<file path="src/hw/rtl/pulse_width_symbol_sender_assert.svh">
// ----------------------------------------------------------------------------
// Assertion macros for the pulse width symbol sender
// Concurrent checks clocked on clk and held off while arst_n is low.
// ----------------------------------------------------------------------------
`ifndef PULSE_WIDTH_SYMBOL_SENDER_ASSERT_SVH
`define PULSE_WIDTH_SYMBOL_SENDER_ASSERT_SVH

`ifndef NO_ASSERTIONS

// check an implication on every clock edge outside reset
`define PWS_ASSERT(lbl, prop, msg) \
	lbl: assert property (@(posedge clk) disable iff (!arst_n) (prop)) \
		else $error(msg);

// check a condition that must hold in the cycle after a trigger
`define PWS_ASSERT_NEXT(lbl, trig, prop, msg) \
	lbl: assert property (@(posedge clk) disable iff (!arst_n) (trig) |=> (prop)) \
		else $error(msg);

`else

`define PWS_ASSERT(lbl, prop, msg)
`define PWS_ASSERT_NEXT(lbl, trig, prop, msg)

`endif

`endif

</file>
<file path="src/hw/rtl/pws_pkg.sv">
// ----------------------------------------------------------------------------
// pws_pkg
// Types and constants of the pulse width symbol sender.
// ----------------------------------------------------------------------------
`timescale 1ns / 1ps
`default_nettype none

package pws_pkg;

	localparam int LINE_COUNT = 3;
	// data line vector, at least as wide as the three output lines
	localparam int LEVEL_W    = (LINE_COUNT > 3) ? LINE_COUNT : 3;
	localparam int SYM_W      = 6;
	localparam int SYM_EXT_W  = 2 * LEVEL_W;
	localparam int CFG_W      = 24;
	localparam int CFG_IDX_W  = 2;
	localparam int FIELD_W    = 2;

	localparam logic [CFG_W-1:0] PERIOD_RST = 24'd50000;
	localparam logic [CFG_W-1:0] SHORT_RST  = 24'd12500;
	localparam logic [CFG_W-1:0] MIDDLE_RST = 24'd25000;
	localparam logic [CFG_W-1:0] LONG_RST   = 24'd37500;

	typedef enum logic [CFG_IDX_W-1:0] {
		CFG_PERIOD      = 2'd0,
		CFG_DUTY_SHORT  = 2'd1,
		CFG_DUTY_MIDDLE = 2'd2,
		CFG_DUTY_LONG   = 2'd3
	} cfg_index_t;

	typedef enum logic [1:0] {
		PH_IDLE  = 2'd0,
		PH_LEAD  = 2'd1,
		PH_SYM   = 2'd2,
		PH_TRAIL = 2'd3
	} phase_t;

	typedef enum logic [FIELD_W-1:0] {
		FIELD_OFF    = 2'd0,
		FIELD_SHORT  = 2'd1,
		FIELD_MIDDLE = 2'd2,
		FIELD_LONG   = 2'd3
	} field_t;

	typedef enum logic {
		OP_TICK  = 1'b0,
		OP_OFFER = 1'b1
	} op_t;

	typedef struct packed {
		logic             operation;
		logic [SYM_W-1:0] symbol;
		logic             opens_frame;
		logic             closes_frame;
	} in_word_t;

	typedef struct packed {
		logic clock_line;
		logic red_line;
		logic green_line;
		logic blue_line;
		logic ready_res;
		logic accepted;
	} out_word_t;

endpackage

`default_nettype wire

</file>
<file path="src/hw/rtl/pulse_width_symbol_sender.sv">
// ----------------------------------------------------------------------------
// pulse_width_symbol_sender
// Drives key codes as pulse widths on three active-low lines with a framing
// clock line; each input word is a tick or a symbol offer.
//
//   channel   handshake             payload
//   input     in_valid / in_ready   in_word  (operation, symbol, frame flags)
//   output    out_valid / out_ready out_word (line levels, ready, accepted)
//   config    wr_en                 wr_index, wr_data
//
// One word per cycle while the output is not stalled; a word waits in the
// input register and then passes to the result register.
// The per-word work is one 24-bit increment and compare against the period
// plus the duty compares, all between the input and result registers.
// Reset clears the phase, counter and valid flags and loads the default period
// and duties. A stalled output holds its word; the input register then fills
// and in_ready drops until the result is taken.
// ----------------------------------------------------------------------------
`timescale 1ns / 1ps
`default_nettype none

`include "pulse_width_symbol_sender_assert.svh"

module pulse_width_symbol_sender (
	input  wire logic                         clk,
	input  wire logic                         arst_n,
	input  wire logic                         in_valid,
	output logic                              in_ready,
	input  wire pws_pkg::in_word_t            in_word,
	output logic                              out_valid,
	input  wire logic                         out_ready,
	output pws_pkg::out_word_t                out_word,
	input  wire logic                         wr_en,
	input  wire logic [pws_pkg::CFG_IDX_W-1:0] wr_index,
	input  wire logic [pws_pkg::CFG_W-1:0]    wr_data
);
	import pws_pkg::*;

	// configuration
	logic [CFG_W-1:0] period_q;
	logic [CFG_W-1:0] duty_short_q;
	logic [CFG_W-1:0] duty_middle_q;
	logic [CFG_W-1:0] duty_long_q;

	// input stage
	logic     valid_s1;
	in_word_t word_s1;

	// sender state
	phase_t           phase_q;
	logic [CFG_W-1:0] elapsed_q;
	logic [FIELD_W-1:0] fields_q [LINE_COUNT];
	logic             trail_q;

	// result register
	logic      out_valid_q;
	out_word_t out_word_q;

	// next state and result
	phase_t             phase_n;
	logic [CFG_W-1:0]   elapsed_n;
	logic [FIELD_W-1:0] fields_n [LINE_COUNT];
	logic               trail_n;
	logic               acc_n;
	logic [CFG_W:0]     el_inc;
	logic [CFG_W-1:0]   per_eff;
	logic               wrap;
	logic [SYM_EXT_W-1:0] sym_ext;
	logic [LEVEL_W-1:0] data_lv;
	logic               clock_lv;
	logic [CFG_W-1:0]   duty_sel;
	logic               advance;
	out_word_t          result;

	assign advance   = valid_s1 && (!out_valid_q || out_ready);
	assign in_ready  = !valid_s1 || advance;
	assign out_valid = out_valid_q;
	assign out_word  = out_word_q;

	always_ff @(posedge clk or negedge arst_n) begin
		if (!arst_n) begin
			period_q      <= PERIOD_RST;
			duty_short_q  <= SHORT_RST;
			duty_middle_q <= MIDDLE_RST;
			duty_long_q   <= LONG_RST;
		end else if (wr_en) begin
			case (cfg_index_t'(wr_index))
				CFG_PERIOD:      period_q      <= wr_data;
				CFG_DUTY_SHORT:  duty_short_q  <= wr_data;
				CFG_DUTY_MIDDLE: duty_middle_q <= wr_data;
				CFG_DUTY_LONG:   duty_long_q   <= wr_data;
				default:         period_q      <= period_q;
			endcase
		end
	end

	always_ff @(posedge clk or negedge arst_n) begin
		if (!arst_n) begin
			valid_s1 <= 1'b0;
		end else if (in_ready) begin
			valid_s1 <= in_valid;
		end
	end

	always_ff @(posedge clk) begin
		if (in_ready && in_valid) begin
			word_s1 <= in_word;
		end
	end

	always_comb begin
		per_eff   = (period_q == '0) ? CFG_W'(1) : period_q;
		el_inc    = {1'b0, elapsed_q} + (CFG_W + 1)'(1);
		wrap      = el_inc >= {1'b0, per_eff};
		sym_ext   = SYM_EXT_W'(word_s1.symbol);
		phase_n   = phase_q;
		elapsed_n = elapsed_q;
		trail_n   = trail_q;
		acc_n     = 1'b0;
		for (int i = 0; i < LINE_COUNT; i++) begin
			fields_n[i] = fields_q[i];
		end
		if (op_t'(word_s1.operation) == OP_OFFER) begin
			if (phase_q == PH_IDLE) begin
				for (int i = 0; i < LINE_COUNT; i++) begin
					fields_n[i] = sym_ext[FIELD_W*i +: FIELD_W];
				end
				trail_n   = word_s1.closes_frame;
				elapsed_n = '0;
				phase_n   = word_s1.opens_frame ? PH_LEAD : PH_SYM;
				acc_n     = 1'b1;
			end
		end else if (phase_q != PH_IDLE) begin
			elapsed_n = el_inc[CFG_W-1:0];
			if (wrap) begin
				elapsed_n = '0;
				case (phase_q)
					PH_LEAD: phase_n = PH_SYM;
					PH_SYM: begin
						// go through the trailing clock period if the frame closes here
						if (trail_q) begin
							trail_n = 1'b0;
							phase_n = PH_TRAIL;
						end else begin
							phase_n = PH_IDLE;
						end
					end
					default: phase_n = PH_IDLE;
				endcase
			end
		end
	end

	// line levels after this word
	always_comb begin
		clock_lv = !(((phase_n == PH_LEAD) || (phase_n == PH_TRAIL))
			&& (elapsed_n < duty_middle_q));
		data_lv  = '1;
		duty_sel = '0;
		for (int i = 0; i < LINE_COUNT; i++) begin
			case (field_t'(fields_n[i]))
				FIELD_SHORT:  duty_sel = duty_short_q;
				FIELD_MIDDLE: duty_sel = duty_middle_q;
				FIELD_LONG:   duty_sel = duty_long_q;
				default:      duty_sel = '0;
			endcase
			if (phase_n == PH_SYM && elapsed_n < duty_sel) begin
				data_lv[i] = 1'b0;
			end
		end
		result.clock_line = clock_lv;
		result.red_line   = data_lv[0];
		result.green_line = data_lv[1];
		result.blue_line  = data_lv[2];
		result.ready_res  = (phase_n == PH_IDLE);
		result.accepted   = acc_n;
	end

	always_ff @(posedge clk or negedge arst_n) begin
		if (!arst_n) begin
			phase_q   <= PH_IDLE;
			elapsed_q <= '0;
			trail_q   <= 1'b0;
			for (int i = 0; i < LINE_COUNT; i++) begin
				fields_q[i] <= '0;
			end
		end else if (advance) begin
			phase_q   <= phase_n;
			elapsed_q <= elapsed_n;
			trail_q   <= trail_n;
			for (int i = 0; i < LINE_COUNT; i++) begin
				fields_q[i] <= fields_n[i];
			end
		end
	end

	always_ff @(posedge clk or negedge arst_n) begin
		if (!arst_n) begin
			out_valid_q <= 1'b0;
		end else if (advance) begin
			out_valid_q <= 1'b1;
		end else if (out_ready) begin
			out_valid_q <= 1'b0;
		end
	end

	always_ff @(posedge clk) begin
		if (advance) begin
			out_word_q <= result;
		end
	end

	`PWS_ASSERT(a_idle_counter_clear, (phase_q == PH_IDLE) |-> (elapsed_q == '0), "counter not clear in idle")
	`PWS_ASSERT(a_trail_consumed, (phase_q == PH_TRAIL) |-> !trail_q, "trailing flag left set in trailing period")
	`PWS_ASSERT(a_accept_busy, (out_valid_q && out_word_q.accepted) |-> !out_word_q.ready_res, "accepted word reports ready")
	`PWS_ASSERT(a_idle_lines_high, (out_valid_q && out_word_q.ready_res) |-> (out_word_q.clock_line && out_word_q.red_line && out_word_q.green_line && out_word_q.blue_line), "line low while idle")
	`PWS_ASSERT_NEXT(a_offer_busy, (advance && (op_t'(word_s1.operation) == OP_OFFER) && (phase_q != PH_IDLE)), !out_word_q.accepted, "offer taken while busy")

endmodule

`default_nettype wire

</file>
<file path="config.mk">
export PLATFORM = sky130hd
export DESIGN_NAME = pulse_width_symbol_sender
export DESIGN_NICKNAME = d
export VERILOG_FILES = /design/src/hw/rtl/pws_pkg.sv /design/src/hw/rtl/pulse_width_symbol_sender.sv
export VERILOG_INCLUDE_DIRS = /design/src /design/src/hw/rtl
export SDC_FILE = /design/constraint.sdc
export NUM_CORES = 1
export LEC_CHECK = 0
export ABC_AREA = 1
export ABC_CLOCK_PERIOD_IN_PS = 6100
export BUFFER_PORTS_ARGS = -buffer_cell sky130_fd_sc_hd__buf_2
export CAP_MARGIN = 20
export CORE_AREA = 2 2 191 193
export DETAILED_ROUTE_END_ITERATION = 12
export DIE_AREA = 0 0 193 195
export PLACE_DENSITY_LB_ADDON = 0.15
export SETUP_SLACK_MARGIN = 0.3
export SKIP_CTS_REPAIR_TIMING = 1
export SLEW_MARGIN = 20
export SYNTH_ARGS = -nofsm -noshare
export SYNTH_HDL_FRONTEND = slang
export SYNTH_SLANG_ARGS = --single-unit
</file>
<file path="constraint.sdc">
create_clock -name clk -period 6.1 [get_ports clk]
set_clock_uncertainty 0.05 [all_clocks]
set_input_delay 0.305 -clock clk [delete_from_list [all_inputs] [get_ports clk]]
set_output_delay 0.305 -clock clk [all_outputs]
set_load 0.02 [all_outputs]
</file>
==> metrics.log <==
[metrics] Yosys warnings: 0
[metrics] met2 WL: 15.3 mm
[metrics] Distinct cells, synth: 51
[metrics] share of synthesized area occupied by flip-flops and latches: 0.357
[metrics] chip height: 195 µm
[metrics] Final Hold Vio Count: 0
[metrics] total global routing track utilization: 0.190
[metrics] final period demand of the worst path: 5.33 ns
[metrics] die area: 37600 µm²
[metrics] uppermost layer routed: met4
[metrics] boundary pin count: 48
[metrics] wire length of the first global-routing pass: 53.8 mm
[metrics] layout overhead on the synthesized area: 15.0%
[metrics] cell seen most often among critical-path stages: nand2_1
[metrics] share of flip-flops with an asynchronous set or reset: 0.897
[metrics] root buf cell: clkbuf_16
[metrics] initial antenna violation count: 0
[metrics] reported max-cap violation count: 0
[metrics] clock tree sinks: 146
[metrics] category of the most critical setup path: flop to flop
[metrics] peak ir drop on the vdd network: 0.213 mV
[metrics] area of the mapped netlist: 10500 µm²
[metrics] Vias: 9385
[metrics] headroom to the max-slew limit: 0.316
[metrics] maximum fanout encountered on the critical timing path: 14
[metrics] areal power density over the cells: 520 nW/µm²
[metrics] DRT Pass-1 Iters: 5
[metrics] CTS H-tree lvls: 4
[metrics] number of buffers added on ports: 47
[metrics] number of flops mapped to enable cells by yosys: 15
[metrics] post-synthesis cell count: 1350
[metrics] Antenna diodes: 0
[metrics] met1 layer wirelength in the final routing: 17.1 mm
[metrics] Placeable Area: 35400 µm²
[metrics] final routed wire length divided by cell count: 18.4 µm
[metrics] detailed-route DRC error count: 0
[metrics] Vias/cell: 5.02
[metrics] slew at the pin closest to its max-slew limit: 1.03 ns
[metrics] Final Net Count: 1552
[metrics] GRT Residual Overflow: 0
[metrics] launching element type of the critical path: flop
[metrics] clock transition at the registers of the reported paths: 0.07 ns
[metrics] run status: completed
[metrics] Total Power: 0.00630 W
[metrics] Critical Path Max Stage Delay: 0.57 ns
[metrics] Slew Viols, Final: 0
[metrics] highest-delay cell along the critical path: or4_1
[metrics] FP Rows: 69
[metrics] required time reported for the critical path endpoint: 6.38 ns
[metrics] hold slack final: 0.0651 ns
[metrics] class of the tightest hold or removal check: input port to flop
[metrics] number of buffers between clock root and the deepest sink: 2
[metrics] drt initial violations: 662
[metrics] initial standard-cell utilization of the core: 0.297
[metrics] remaining antenna violation count after routing: 0
[metrics] Worst setup EP type: flop
[metrics] top achievable clock speed: 188 MHz
[metrics] setup TNS: 0 ns
[metrics] clock buffers created by TritonCTS: 17
[metrics] number of nets in the synthesized netlist: 1506
[metrics] Leakage Power: 5.77 nW
[metrics] RSZ-0062 raised after global routing: no
[metrics] per-instance average area after synthesis: 7.80 µm²
[metrics] half-perimeter wire length after detailed placement: 25.9 mm
[metrics] pin count of the biggest net entering global routing: 69
[metrics] Crit path arrival time: 5.60 ns
[metrics] number of endpoints failing setup at the final stage: 0
[metrics] wire length reported by the detailed router: 34.4 mm
[metrics] insertion delay to the later sink of the worst-skew pair: 0.45 ns
[metrics] total length of routed met3 wires: 1.27 mm
[metrics] share of post-route cells with drive strength above 1: 0.138
[metrics] top flip-flop cell by instance count after synthesis: dfrtp_1
[metrics] number of flip-flops and latches in the synthesized netlist: 146
[metrics] routability congestion estimate: 0.890
[metrics] die width: 193 µm
[metrics] via count of the first global-routing pass: 9238
[metrics] CTS tree: yes
[metrics] period utilisation layout: 0.873
## through the flow
step	worst slack, ns	std cells	cell area, µm²	util
floorplan	1.49	1350	10500	-
global placement	0.899	1824	11200	0.318
detailed placement	0.791	1824	11200	0.318
CTS	0.752	1856	11900	0.336
global route	0.326	1870	12100	0.342
finish	0.772	1870	12100	0.342
## layout make-up
class                   count  area, µm²
flip-flops and latches    146       3760
well taps                 461        577
fillers                  3795      23300
inverters                 202        763
repair buffers             70        519
clock buffers              17        425
multi-input cells         959       5840
clock inverters            15        230
## metal layers
layer  track usage  vias to the layer above
met3        0.0266                       46
met5             0                        -
met2         0.292                      215
met1         0.273                     4456
li1              -                     4668
met4        0.0598                        0
## registers in the layout (all words and copies together) (netlist names), 2 cells and up
name,flops
duty_short_q,24
sym_ext,6
duty_middle_q,24
fields_q,6
duty_long_q,24
out_word,6
word_s1,3
elapsed_q,24
period_q,24
phase_q,2
## cells in the mapped netlist (all sizes together), types with 22 or more instances
master / n / area (µm²)
dfrtp: 105 / 2630
nand3: 50 / 283
dfstp: 26 / 683
nand2: 308 / 1210
inv: 201 / 754
a221oi: 22 / 193
clkbuf: 29 / 113
a21oi: 83 / 423
o21ai: 155 / 810
o22ai: 58 / 444
ha: 116 / 1450
nor2: 84 / 380
## cell families after synthesis
group                    count (synthesis)  synth area share
buffers and inverters                  245            0.0903
flip-flops                             146             0.357
XOR/XNOR                                15            0.0132
adder cells (fa/ha/maj)                116             0.138
AO/OA/AOI/OAI                          348             0.201
AND/OR/NAND/NOR                        480             0.200
## critical path, delay by kind of cell, from the launching register on
family / cells / cell delay (ns)
compound gates: 3 / 0.76
fa+ha+maj: 3 / 0.76
flops: 1 / 0.45
xor+xnor: 1 / 0.22
simple gates: 18 / 2.71
buf+inv: 3 / 0.26
## cell usage in the layout, fill, tap and decap left out, types with 6 or more instances in the layout
cell type,count
a211oi_1,9
a21oi_1,81
a221oi_1,22
buf_2,46
buf_4,9
clkbuf_16,17
dfrtp_1,105
dfstp_2,26
dlygate4sd3_1,10
edfxtp_1,15
ha_1,116
inv_1,188
inv_2,12
nand2_1,290
nand2_2,16
nand3_1,41
nand3_2,8
nand4_1,16
nor2_1,72
nor2_4,7
nor3_1,12
o21ai_0,142
o21ai_1,6
o21ai_2,6
o22ai_1,45
o22ai_2,13
xor2_1,14
## worst paths after layout
path | start | end | slack (ns) | cells after the start
setup / recovery | elapsed_q[0] | out_word[2] | 0.77 | 28
setup reg to reg | elapsed_q[0] | out_word[2] | 0.77 | 28
max in group asynchronous | arst_n | period_q[13] | 4.29 | 3
hold reg to reg | period_q[10] | period_q[10] | 0.43 | 2
min in group asynchronous | arst_n | fields_q[2] | 0.36 | 2
hold / removal | in_valid | valid_s1 | 0.07 | 3
## power by group
part,internal (W),switching [W],leakage (nW)
clock network,0.000731,0.000461,0.313
logic,0.00122,0.00244,3.71
registers,0.00124,0.000208,1.75
total,0.00319,0.00311,5.77
Power figures use the tool's default switching activity.
